`config.mk`:
```
export PLATFORM = sky130hd
export DESIGN_NAME = pcpt_cell
export DESIGN_NICKNAME = d
export VERILOG_FILES = /design/src/design/pcpt_pkg.sv /design/src/design/pcpt_cell.sv
export SDC_FILE = /design/constraint.sdc
export NUM_CORES = 1
export LEC_CHECK = 0
export ABC_AREA = 1
export BUFFER_PORTS_ARGS = -buffer_cell sky130_fd_sc_hd__buf_4
export CORE_MARGIN = 2
export CORE_UTILIZATION = 31
export CTS_CLUSTER_SIZE = 25
export DETAILED_ROUTE_END_ITERATION = 10
export PLACE_DENSITY = 0.58
export SLEW_MARGIN = 20
export SYNTH_ARGS = -nofsm -noshare
export SYNTH_HDL_FRONTEND = slang
export SYNTH_SLANG_ARGS = --single-unit
```
`constraint.sdc`:
```
create_clock -name i_clk -period 6.6 [get_ports i_clk]
set_input_delay 1.98 -clock i_clk [delete_from_list [all_inputs] [get_ports i_clk]]
set_output_delay 1.98 -clock i_clk [all_outputs]
set_load 0.005 [all_outputs]
```
`src/design/pcpt_pkg.sv`:
```
// ----------------------------------------------------------------------------
// pcpt_pkg: shared types and constants of the curve point and tangent block
// Fixed-point constants, CORDIC arctangent steps, pipeline word types and
// small arithmetic helpers.
// ----------------------------------------------------------------------------
`timescale 1ns / 1ps

package pcpt_pkg;

    localparam int unsigned RED_STEPS = 6;

    localparam logic [26:0] TWO_PI_Q24  = 27'd105414357;
    localparam logic [26:0] PI_Q24      = 27'd52707179;
    localparam logic [26:0] HALF_PI_Q24 = 27'd26353589;
    // 21 full turns, lifts any angle to a non-negative value
    localparam logic [32:0] TURN_OFFSET = 33'd2213701497;

    localparam logic signed [31:0] GAIN_Q30       = 32'sd652032874;
    localparam logic [29:0]        INV_TWO_PI_Q32 = 30'd683565276;

    localparam logic signed [63:0] MAX48_64 = 64'sh0000_7FFF_FFFF_FFFF;
    localparam logic signed [63:0] MIN48_64 = 64'shFFFF_8000_0000_0000;

    localparam logic signed [31:0] ATAN_TABLE [10] = '{
        32'sd843314856, 32'sd497837829, 32'sd263043836, 32'sd133525158,
        32'sd67021686,  32'sd33543515,  32'sd16775850,  32'sd8388437,
        32'sd4194282,   32'sd2097149
    };

    typedef enum logic [1:0] {
        CURVE_CIRCLE  = 2'd0,
        CURVE_ELLIPSE = 2'd1,
        CURVE_HELIX   = 2'd2
    } t_curve;

    typedef enum logic [1:0] {
        CFG_CURVE_KIND = 2'd0,
        CFG_RADIUS_X   = 2'd1,
        CFG_RADIUS_Y   = 2'd2,
        CFG_PITCH      = 2'd3
    } t_cfg_idx;

    typedef struct packed {
        logic [1:0]         kind;
        logic [31:0]        radius_x;
        logic [31:0]        radius_y;
        logic signed [31:0] pitch;
    } t_cfg;

    typedef struct packed {
        logic               valid;
        logic               neg;
        logic signed [31:0] x;
        logic signed [31:0] y;
        logic signed [31:0] z;
        logic signed [47:0] pz;
    } t_cordic_word;

    typedef struct packed {
        logic signed [47:0] point_x;
        logic signed [47:0] point_y;
        logic signed [47:0] point_z;
        logic signed [47:0] tangent_x;
        logic signed [47:0] tangent_y;
        logic signed [47:0] tangent_z;
        logic [1:0]         kind;
    } t_result;

    function automatic logic signed [31:0] atan_entry(input int unsigned idx);
        logic [31:0] pow;
        logic signed [31:0] val;
        pow = 32'd0;
        if (idx < 10) begin
            val = ATAN_TABLE[idx[3:0]];
        end else if (idx < 30) begin
            pow = 32'd1 << (30 - idx);
            val = $signed(pow - 32'd1);
        end else begin
            val = '0;
        end
        return val;
    endfunction

    // divide by 2^30, round half away from zero
    function automatic logic signed [33:0] round30(input logic signed [63:0] v);
        logic signed [63:0] t;
        t = v + 64'sd536870912 - {63'd0, v[63]};
        return t[63:30];
    endfunction

    function automatic logic signed [47:0] sat48(input logic signed [63:0] v);
        logic signed [47:0] res;
        if (v > MAX48_64) begin
            res = MAX48_64[47:0];
        end else if (v < MIN48_64) begin
            res = MIN48_64[47:0];
        end else begin
            res = v[47:0];
        end
        return res;
    endfunction

endpackage

```
`src/design/pcpt_cell.sv`:
```
// ----------------------------------------------------------------------------
// pcpt_cell: one CORDIC rotation cell
// Rotates the vector by the fixed arctangent of its stage toward zero
// residual angle and hands the word to the next cell.
// ----------------------------------------------------------------------------
`timescale 1ns / 1ps

module pcpt_cell #(
    parameter int unsigned STAGE = 0
) (
    input  logic                   i_clk,
    input  logic                   i_rst_n,
    input  logic                   i_en,
    input  pcpt_pkg::t_cordic_word i_word,
    output pcpt_pkg::t_cordic_word o_word
);

    localparam logic signed [31:0] ANGLE = pcpt_pkg::atan_entry(STAGE);

    pcpt_pkg::t_cordic_word r_word;
    pcpt_pkg::t_cordic_word n_word;
    logic signed [31:0]     n_dx;
    logic signed [31:0]     n_dy;

    always_comb begin
        n_dx   = i_word.y >>> STAGE;
        n_dy   = i_word.x >>> STAGE;
        n_word = i_word;
        if (!i_word.z[31]) begin
            n_word.x = i_word.x - n_dx;
            n_word.y = i_word.y + n_dy;
            n_word.z = i_word.z - ANGLE;
        end else begin
            n_word.x = i_word.x + n_dx;
            n_word.y = i_word.y - n_dy;
            n_word.z = i_word.z + ANGLE;
        end
    end

    always_ff @(posedge i_clk) begin
        if (!i_rst_n) begin
            r_word.valid <= 1'b0;
        end else if (i_en) begin
            r_word <= n_word;
        end
    end

    assign o_word = r_word;

endmodule

```
# --- After elaboration in Yosys (flattened, before gate mapping) ---
# Cells that the tools add are included.
op_classes:
  n_mux: 1
  n_reduce_logical: 1
  add_sub_neg: 5
op_table:
  columns: ["operator", "n"]
  rows:
  - ["2-to-1 mux 96 bit", 1]
  - ["subtractor 32 bit", 2]
  - ["adder 32 x 31 -> 32 bit (second input constant)", 1]
  - ["adder 32 bit", 1]
  - ["subtractor 32 x 31 -> 32 bit (second input constant)", 1]
  - ["AND reduction 2 bit", 1]
totals:
  elab_cells: 13
  in_bits: 149
  register_bits: 146
  out_inout_bits: 146

# --- Logic depth before layout (Yosys ltp) ---
# Gate-level depths: netlist (run 1).
depth:
  ltp_word: 2
  depth_mapped: 17
  depth_no_buf: 16

# --- Worst setup path before layout (run 1) ---
# Ideal clock, no wire load.
synth_path:
  kind: "in2reg"
  start: "input port i_rst_n"
  end: "register r_word, in the netlist o_word[0], enable pin"
  t_arrival_ps: 4787
  cell_stages: 2
  t_required_ps: 6103
  n_path_buf: 0
  setup_slack_ps: 1316
  setup_ps: 497
  path_cell_list: "nand2_1 inv_1"
synth_via:
  elab_chain_cells: 1
synth_rtl:
  columns: ["element", "line_no", "rtl"]
  rows:
  - ["start: declaration", "pcpt_cell.sv:12", "input logic i_rst_n,"]
  - ["AND reduction 2 bit (no line)", null, null]
  - ["end signal: assignment", "pcpt_cell.sv:44", "r_word <= n_word;"]
  - ["end: declaration", "pcpt_cell.sv:20", "pcpt_pkg::t_cordic_word r_word;"]
# Every way passes these cells.
# A chain may end at the register's enable or synchronous reset.

==> results.toml, run 1 <==
[timing]
min_period_over_period_pct = 63.0
fmax_mhz = 240
setup_violations = 0
fin_tns_setup_ns = 0
fin_ws_ns = 2.44
maxSlewViolCount = 0
relSlewSlack_pct = 50.2
rsz0062_at_grt = "false"
period_minus_slack_ns = 4.16
finClkSkew_ns = 0
tightest_slew_ns = 0.748
hold_violations = 0

[worst_setup_path]
cp_slowest_cell = "buf_4"
cp_max_fo = 41
r2r_cells = 2
critPathMaxStageDelay_ns = 0.54
arrival_ns = 4.38
cp-start-kind = "input port"
cp_cell_sequence = "buf_4 > buf_4 > ha_1 > nand2_1 > inv_1 > a21oi_1 > o21ai_0 > nand2_1 > nand3_1 > xor2_1"
worstSetupEndpointType = "register"
required_ns = 6.82
worst-setup-path-type = "in2reg"

[synth]
synth_cells = 1992
yosysWarnings = 0
ys_ff_latch = 145
async_flop_share_pct = 0
synth_area_sq_mm = 0.0135
synthTopCellsByArea = "edfxtp_1 (32%), nand2_1 (20%), ha_1 (11%)"
synth-seq-area-share_pct = 32.3
yosysMostFrequentCell = "nand2_1"
yosysTopAreaCell = "edfxtp_1"
synth_edf_count = 144
ys_dominant_reg_cell = "edfxtp_1"
synth.distinct_cells = 35
netlist_top_cells_count = "nand2_1 (704), inv_1 (365), nand3_1 (167), edfxtp_1 (144), nor2_1 (135)"
synthesis.nets = 2266
avgSynthCellArea_sq_um = 6.76
synth_top_area_share_pct = 32.1

[die]
std_cell_rows = 76
die_area_sq_mm = 0.0451
start_util_pct = 31.3
ios = 295
die_width_microns = 212
dieHeight_microns = 212
core_area_sq_mm = 0.0430

[run]
drv_cap = 0

[placement]
numPortBuffers = 294
post_dp_cell_area_sq_mm = 0.0162
dp_slack_ns = 2.02
place_congestion = 0.951
dpl.cell_count = 2833
hpwl_microns = 41300

[pwr]
power_mw = 3.27
power.density_mw_per_mm2 = 195
vdd_ir_drop_max_uv = 130
leakage_nw = 8.79

[detailed_routing]
drc = 0
vias = 13598
drt_wl_total_microns = 48900
drtPass1Iterations = 6
antenna_left = 0
wl_per_cell_microns = 17.1
drtIter0Drc = 912
via_per_inst = 4.75

[cells_and_area]
layout-drive-gt1-share_pct = 15.4
fillers = 4630
nets = 2541
final_cells = 2865
fin_area_sq_mm = 0.0168
area_growth_pct = 24.6
antenna_cells = 0
largest_reg_flops = 145

[run_status]
status = "finished clean"

[cts]
cts_resized = 0
path_clk_slew_ns = 0.07
cts_tree = "done"
cts_buffer_depth = 2
cts_max_level = 4
worstSkewPairLatency_ns = 0.46
cts_hold_buf = 0
cts_setup_buffers = 0
cts_num_sinks = 145
cts_root_buf = "clkbuf_16"
cts_made_buffers = 17

[min_path]
hold_path_depth = 2
hp-class = "reg2reg"

[global_route]
grt_max_degree = 67
antenna_found_initial = 0
grt_pass1_vias = 13117
track_usage_pct = 21.6
grt_overflow = 0
grt_pass1_wl_microns = 73300
## kinds of logic (layout without fill, tap and decap cells)
family,count (synthesis),in the layout,synth area share (%)
AO/OA/AOI/OAI,199,199,8.03
AND/OR/NAND/NOR,1070,1070,32.7
buffers and inverters,407,695,12.2
flip-flops,145,145,32.3
adder cells (fa/ha/maj),125,125,11.8
XOR/XNOR,46,46,2.99
## worst max-delay path, delay by kind of cell
family          cells  cell delay (ns)
compound gates      2             0.55
xor+xnor            1             0.15
fa+ha+maj           1             0.38
buf+inv             3             0.94
simple gates        3             0.33
## layer usage
metal	routed length, microns	vias up	GRT usage, %	part of all wire [%]
met5	0	-	0	0
met4	1410	0	7.48	2.9
met3	2820	68	3.81	5.8
met2	23100	435	37.5	47
met1	21600	6257	26.8	44
li1	-	6838	-	-
## through the flow
step | utilization (%) | hold WS, ns
final | 39.0 | 0.562
after global routing | 39.0 | 0.644
after CTS | 39.0 | 0.559
after detailed placement | 37.6 | 0.545
after global placement | 37.6 | 0.539
after floorplan | - | 0.525
## layout by cell type, fill, tap and decap left out
cell type,Yosys,routed
and3_1,1,1
nor2_2,7,7
edfxtp_1,144,144
nand2_2,4,4
inv_2,0,1
a21o_1,4,4
a21oi_1,107,107
nor3_2,1,1
clkinv_8,0,5
nand3b_1,6,6
xnor2_1,4,4
nand2_1,704,704
fa_1,4,4
o21a_1,6,6
ha_1,121,121
a31oi_1,6,6
nand3b_2,2,2
o22ai_1,4,4
o21ai_0,54,54
o21ai_2,2,2
and2_2,1,1
bufinv_16,0,1
nor4_2,1,1
dfxtp_1,1,1
buf_4,19,298
nand3_1,167,167
nor3_1,15,15
xor2_1,42,42
and2_1,1,1
clkbuf_16,0,17
inv_8,0,1
inv_6,0,7
o21bai_1,14,14
o31ai_1,2,2
clkinvlp_4,0,2
nor2_1,135,135
nand4_1,25,25
inv_1,365,363
## cell type report
cell class / instances / area (sq um) / share of cell area, %
Inverter: 365 / 1380 / 8.20
Sequential cell: 145 / 4340 / 25.9
Clock inverter: 15 / 190 / 1.13
Multi-Input combinational cell: 1440 / 7470 / 44.5
Timing Repair Buffer: 298 / 2240 / 13.3
Clock buffer: 17 / 425 / 2.54
Tap cell: 585 / 732 / 4.36
## worst paths after layout
kind	from	endpoint	slack [ns]
max	i_word[79]	o_word[70]	2.44
min	o_word[145]	o_word[145]	0.56
max reg2reg	o_word[145]	o_word[145]	5.96
min reg2reg	o_word[145]	o_word[145]	0.56
## report_power, final
group / switching [mW] / internal [mW]
Clock: 0.473 / 0.543
Combinational: 0.696 / 0.407
Sequential: 0.0291 / 1.13
Power figures use the tool's default switching activity.
==> inputs of run 2 (changes only) <==
==> constraint.sdc (replaced) <==
create_clock -name i_clk -period 4.2 [get_ports i_clk]
set_input_delay 1.26 -clock i_clk [delete_from_list [all_inputs] [get_ports i_clk]]
set_output_delay 1.26 -clock i_clk [all_outputs]
set_load 0.005 [all_outputs]
==> run 2 against run 1 <==
Sequential cell count unchanged. Clock power increased by 58%. Worst setup slack got worse by 1.3 ns. Sequential share of layout area is 0.060 points lower. Highest routed layer unchanged.
==> results.toml, run 2 (synthesized netlist as in run 1, its figures left out) <==
[run_status]
status = "finished clean"

[pwr]
p_comb_share_pct = 33.7
clockPowerShare_pct = 31.1
p_seq_share_pct = 35.2
power.density_mw_per_mm2 = 308
vdd_ir_drop_max_uv = 261
leakage_nw = 8.81
p_int_mw = 3.31
power.switching_mw = 1.87
netSwitchingFraction_pct = 36.1

[run]
drv_cap = 0

[cts]
cts_made_buffers = 17
worstSkewPairLatency_ns = 0.45
path_clk_slew_ns = 0.06
cts_hold_buf = 0
cts_tree = "done"
cts_buffer_depth = 2
cts_setup_buffers = 0
cts_max_level = 4
cts_num_sinks = 145
cts_resized = 0
cts_root_buf = "clkbuf_16"

[cells_and_area]
largest_reg_flops = 145
antenna_cells = 0
area_growth_pct = 24.9
most-common-layout-cells = "nand2_1 (704), inv_1 (363), buf_4 (298)"
final_common_cell = "nand2_1"
fillers = 4562
layout-drive-gt1-share_pct = 15.4
nets = 2544
final_util_pct = 39.1

[global_route]
met3_usage_pct = 4.37
grt_max_degree = 67
met1_usage_pct = 27.5
track_usage_pct = 22.3
top_usage_layer = "met2"
grt_pass1_vias = 13329
grt_overflow = 0
gr-usage-met2_pct = 38.4
antenna_found_initial = 0
grt_pass1_wl_microns = 75300

[detailed_routing]
drtIter0Drc = 1052
drc = 0
vias = 13584
antenna_left = 0
via_per_inst = 4.74
drt_wl_total_microns = 50400
drtPass1Iterations = 6
wl_per_cell_microns = 17.6

[die]
dieHeight_microns = 212
start_util_pct = 31.3
ios = 295
die_area_sq_mm = 0.0451
core_area_sq_mm = 0.0430
std_cell_rows = 76
die_width_microns = 212

[worst_setup_path]
worstSetupEndpointType = "register"
required_ns = 4.40
cp-start-kind = "input port"
worst-setup-path-type = "in2reg"
r2r_slack_ns = 3.57
cp_max_fo = 4
arrival_ns = 3.30

[timing]
setup_violations = 0
maxSlewViolCount = 0
period_minus_slack_ns = 3.10
tightest_slew_ns = 0.777
hold_violations = 0
fin_tns_setup_ns = 0
fmax_mhz = 323
fin_ws_ns = 1.10
finClkSkew_ns = 0
min_period_over_period_pct = 73.7
rsz0062_at_grt = "false"
relSlewSlack_pct = 48.2

[placement]
hpwl_microns = 42400
place_congestion = 0.955
numPortBuffers = 294
dp_slack_ns = 0.611

[min_path]
hp-class = "reg2reg"
-- run 2: cell types whose count changed in the layout (fill, tap and decap cells not counted), sizes merged --
cell,change
clkinvlp,-1
bufinv,+1
buf,+3
clkinv,-1
-- run 2: layout make-up --
| cell class | instances | area [sq um] | area share [%] |
|---|---|---|---|
| Clock buffer | 17 | 425 | 2.53 |
| Clock inverter | 14 | 170 | 1.01 |
| Inverter | 365 | 1370 | 8.17 |
| Multi-Input combinational cell | 1440 | 7470 | 44.4 |
| Sequential cell | 145 | 4340 | 25.8 |
| Tap cell | 585 | 732 | 4.35 |
| Timing Repair Buffer | 301 | 2300 | 13.7 |
-- run 2: power by group through the flow --
stage | Sequential, mW | Combinational, mW | Clock [mW]
5_1_grt | 1.83 | 1.94 | 1.71
4_1_cts | 1.82 | 1.74 | 1.66
2_1_floorplan | 1.86 | 1.00 | 0
3_3_place_gp | 1.85 | 1.73 | 0
6_report | 1.82 | 1.74 | 1.61
3_5_place_dp | 1.85 | 1.74 | 0
-- run 2: worst paths after layout --
path                                  start           to  cells past startpoint
worst max-delay path             i_word[80]  o_word[142]                     13
worst min-delay path            o_word[145]  o_word[145]                      2
worst max register to register  o_word[145]  o_word[145]                      2
worst min register to register  o_word[145]  o_word[145]                      2
-- run 2: worst max-delay path, cell delays in order --
cell,delay [ns]
buf_4,0.13
ha_1,0.24
fa_1,0.41
nand2_1,0.10
nand2_1,0.11
nand3_1,0.09
nand2_1,0.14
nand2_1,0.11
nand3_1,0.22
nand2_1,0.17
nand3_1,0.13
nand3_1,0.12
nand2_1,0.07
-- run 2: metrics by stage --
| step | hold WS [ns] | cell area [sq um] | cells | power (mW) |
|---|---|---|---|---|
| finish | 0.553 | 16800 | 2867 | 5.18 |
| global route | 0.586 | 16800 | 2867 | 5.49 |
| CTS | 0.566 | 16800 | 2867 | 5.23 |
| detailed placement | 0.551 | 16200 | 2836 | 3.59 |
| global placement | 0.530 | 16200 | 2836 | 3.58 |
| floorplan | 0.525 | 13500 | 1992 | 2.86 |
-- run 2: per-layer routing --
metal / vias to the layer above / wire length, microns / share of wire [%]
met5: - / 0 / 0
met4: 0 / 1560 / 3.1
met3: 74 / 3360 / 6.7
met2: 464 / 23500 / 47
met1: 6187 / 22000 / 44
li1: 6859 / - / -
==> inputs of run 3 (changes only) <==
==> constraint.sdc (replaced) <==
create_clock -name i_clk -period 3 [get_ports i_clk]
set_input_delay 0.9 -clock i_clk [delete_from_list [all_inputs] [get_ports i_clk]]
set_output_delay 0.9 -clock i_clk [all_outputs]
set_load 0.005 [all_outputs]
==> run 3 against run 2 <==
Total power rose by 43%. First-iteration DRC count fell by 15%. Count of clock-buffer cells in the layout rose by 1. Register-to-register slack got worse by 1.2 ns. Routed wire length fell by 1.5%. Cell count rose by 3.8%. Die area did not move. Utilization rose by 1.9 points. Largest cell class unchanged.
==> results.toml, run 3 (synthesized netlist as in run 1, its figures left out) <==
[worst_setup_path]
r2r_cells = 2
arrival_ns = 2.76
worstSetupEndpointType = "register"
required_ns = 3.16
regToRegEndpoint = "o_word[145]"
r2r-start = "o_word[145]"
r2r_slack_ns = 2.38
worst-setup-path-type = "in2reg"
cp-start-kind = "input port"
cp_max_fo = 10

[min_path]
hold_path_depth = 2
min_to = "o_word[145]"
hp-class = "reg2reg"
hold_start = "o_word[145]"

[cts]
cts_tree = "done"
cts_buffer_depth = 2
path_clk_slew_ns = 0.07
worstSkewPairLatency_ns = 0.48
cts_resized = 0
cts_setup_buffers = 0
cts_root_buf = "clkbuf_16"
cts_num_sinks = 145
cts_max_level = 4
cts_made_buffers = 17
cts_hold_buf = 0

[global_route]
track_usage_pct = 22.1
grt_pass1_vias = 13579
grt_max_degree = 67
antenna_found_initial = 0
grt_pass1_wl_microns = 74700
grt_overflow = 0

[detailed_routing]
antenna_left = 0
drc = 0
vias = 13910
drtPass1Iterations = 7
drt_wl_total_microns = 49700
drtIter0Drc = 899
wl_per_cell_microns = 16.7
via_per_inst = 4.67

[timing]
min_period_over_period_pct = 86.7
setup_violations = 0
relSlewSlack_pct = 50.0
fmax_mhz = 385
hold_violations = 0
maxSlewViolCount = 0
fin_ws_ns = 0.400
tightest_slew_ns = 0.750
rsz0062_at_grt = "false"
whs_ns = 0.542
finClkSkew_ns = 0
period_minus_slack_ns = 2.60

[run_status]
status = "finished clean"

[pwr]
power.density_mw_per_mm2 = 419
leakage_nw = 9.35
vdd_ir_drop_max_uv = 355

[placement]
dpl.cell_count = 2945
dp_slack_ns = -0.0762
numPortBuffers = 294
place_congestion = 0.943
hpwl_microns = 41800

[cells_and_area]
largest_reg_flops = 145
most-common-layout-cells = "nand2_1 (703), buf_4 (407), inv_1 (363)"
layout-drive-gt1-share_pct = 19.3
antenna_cells = 0
area_growth_pct = 31.1
nets = 2653
final_cells = 2977
final_common_cell = "nand2_1"

[die]
die_width_microns = 212
ios = 295
die_area_sq_mm = 0.0451
core_area_sq_mm = 0.0430
std_cell_rows = 76
dieHeight_microns = 212
start_util_pct = 31.3

[run]
drv_cap = 0
run 3: metrics by stage:
| step | instance area, sq um | util [%] | total power, mW | TNS (ns) |
|---|---|---|---|---|
| after CTS | 17600 | 41.1 | 7.47 | 0 |
| final | 17600 | 41.1 | 7.39 | 0 |
| after global placement | 17100 | 39.7 | 5.18 | -0.452 |
| after detailed placement | 17100 | 39.7 | 5.19 | -0.491 |
| after floorplan | 13500 | - | 4.00 | -65.45 |
| after global routing | 17600 | 41.1 | 7.84 | 0 |
run 3: how the worst max path moves through the flow:
| stage | start | end | slack (ns) | cells after the start |
|---|---|---|---|---|
| after floorplan | i_rst_n | o_word[0] | -0.45 | 2 |
| after global placement | i_word[84] | o_word[141] | -0.05 | 14 |
| after detailed placement | i_word[80] | o_word[110] | -0.08 | 13 |
| after CTS | i_word[80] | o_word[142] | 0.45 | 13 |
| after global routing | i_word[87] | o_word[139] | 0.21 | 14 |
| final | i_word[84] | o_word[90] | 0.40 | 10 |
run 3: cell type report:
cell class | instances | area, sq um
fillers | 4577 | 25300
multi-input cells | 1440 | 7490
flip-flops and latches | 145 | 4340
repair buffers | 410 | 3120
inverters | 365 | 1370
well taps | 585 | 732
clock buffers | 18 | 429
clock inverters | 14 | 160
run 3: critical path, stage by stage:
cell	delay (ns)
buf_4	0.10
inv_1	0.04
ha_1	0.48
nand2_1	0.16
nor2_1	0.27
nand3_1	0.13
nand3_1	0.23
buf_4	0.17
xor2_1	0.15
o21ai_0	0.15
run 3: per-layer routing:
| layer | up-vias | track usage (%) | part of all wire, % |
|---|---|---|---|
| met4 | 0 | 9.65 | 3.6 |
| met2 | 434 | 37.9 | 47 |
| met3 | 80 | 3.88 | 5.8 |
| met1 | 6334 | 27.2 | 44 |
| met5 | - | 0 | 0 |
| li1 | 7062 | - | - |
run 3: report_power, final:
group / switching [mW] / internal, mW
Combinational: 1.56 / 1.06
Clock: 1.04 / 1.18
Sequential: 0.0595 / 2.48
Total: 2.67 / 4.72
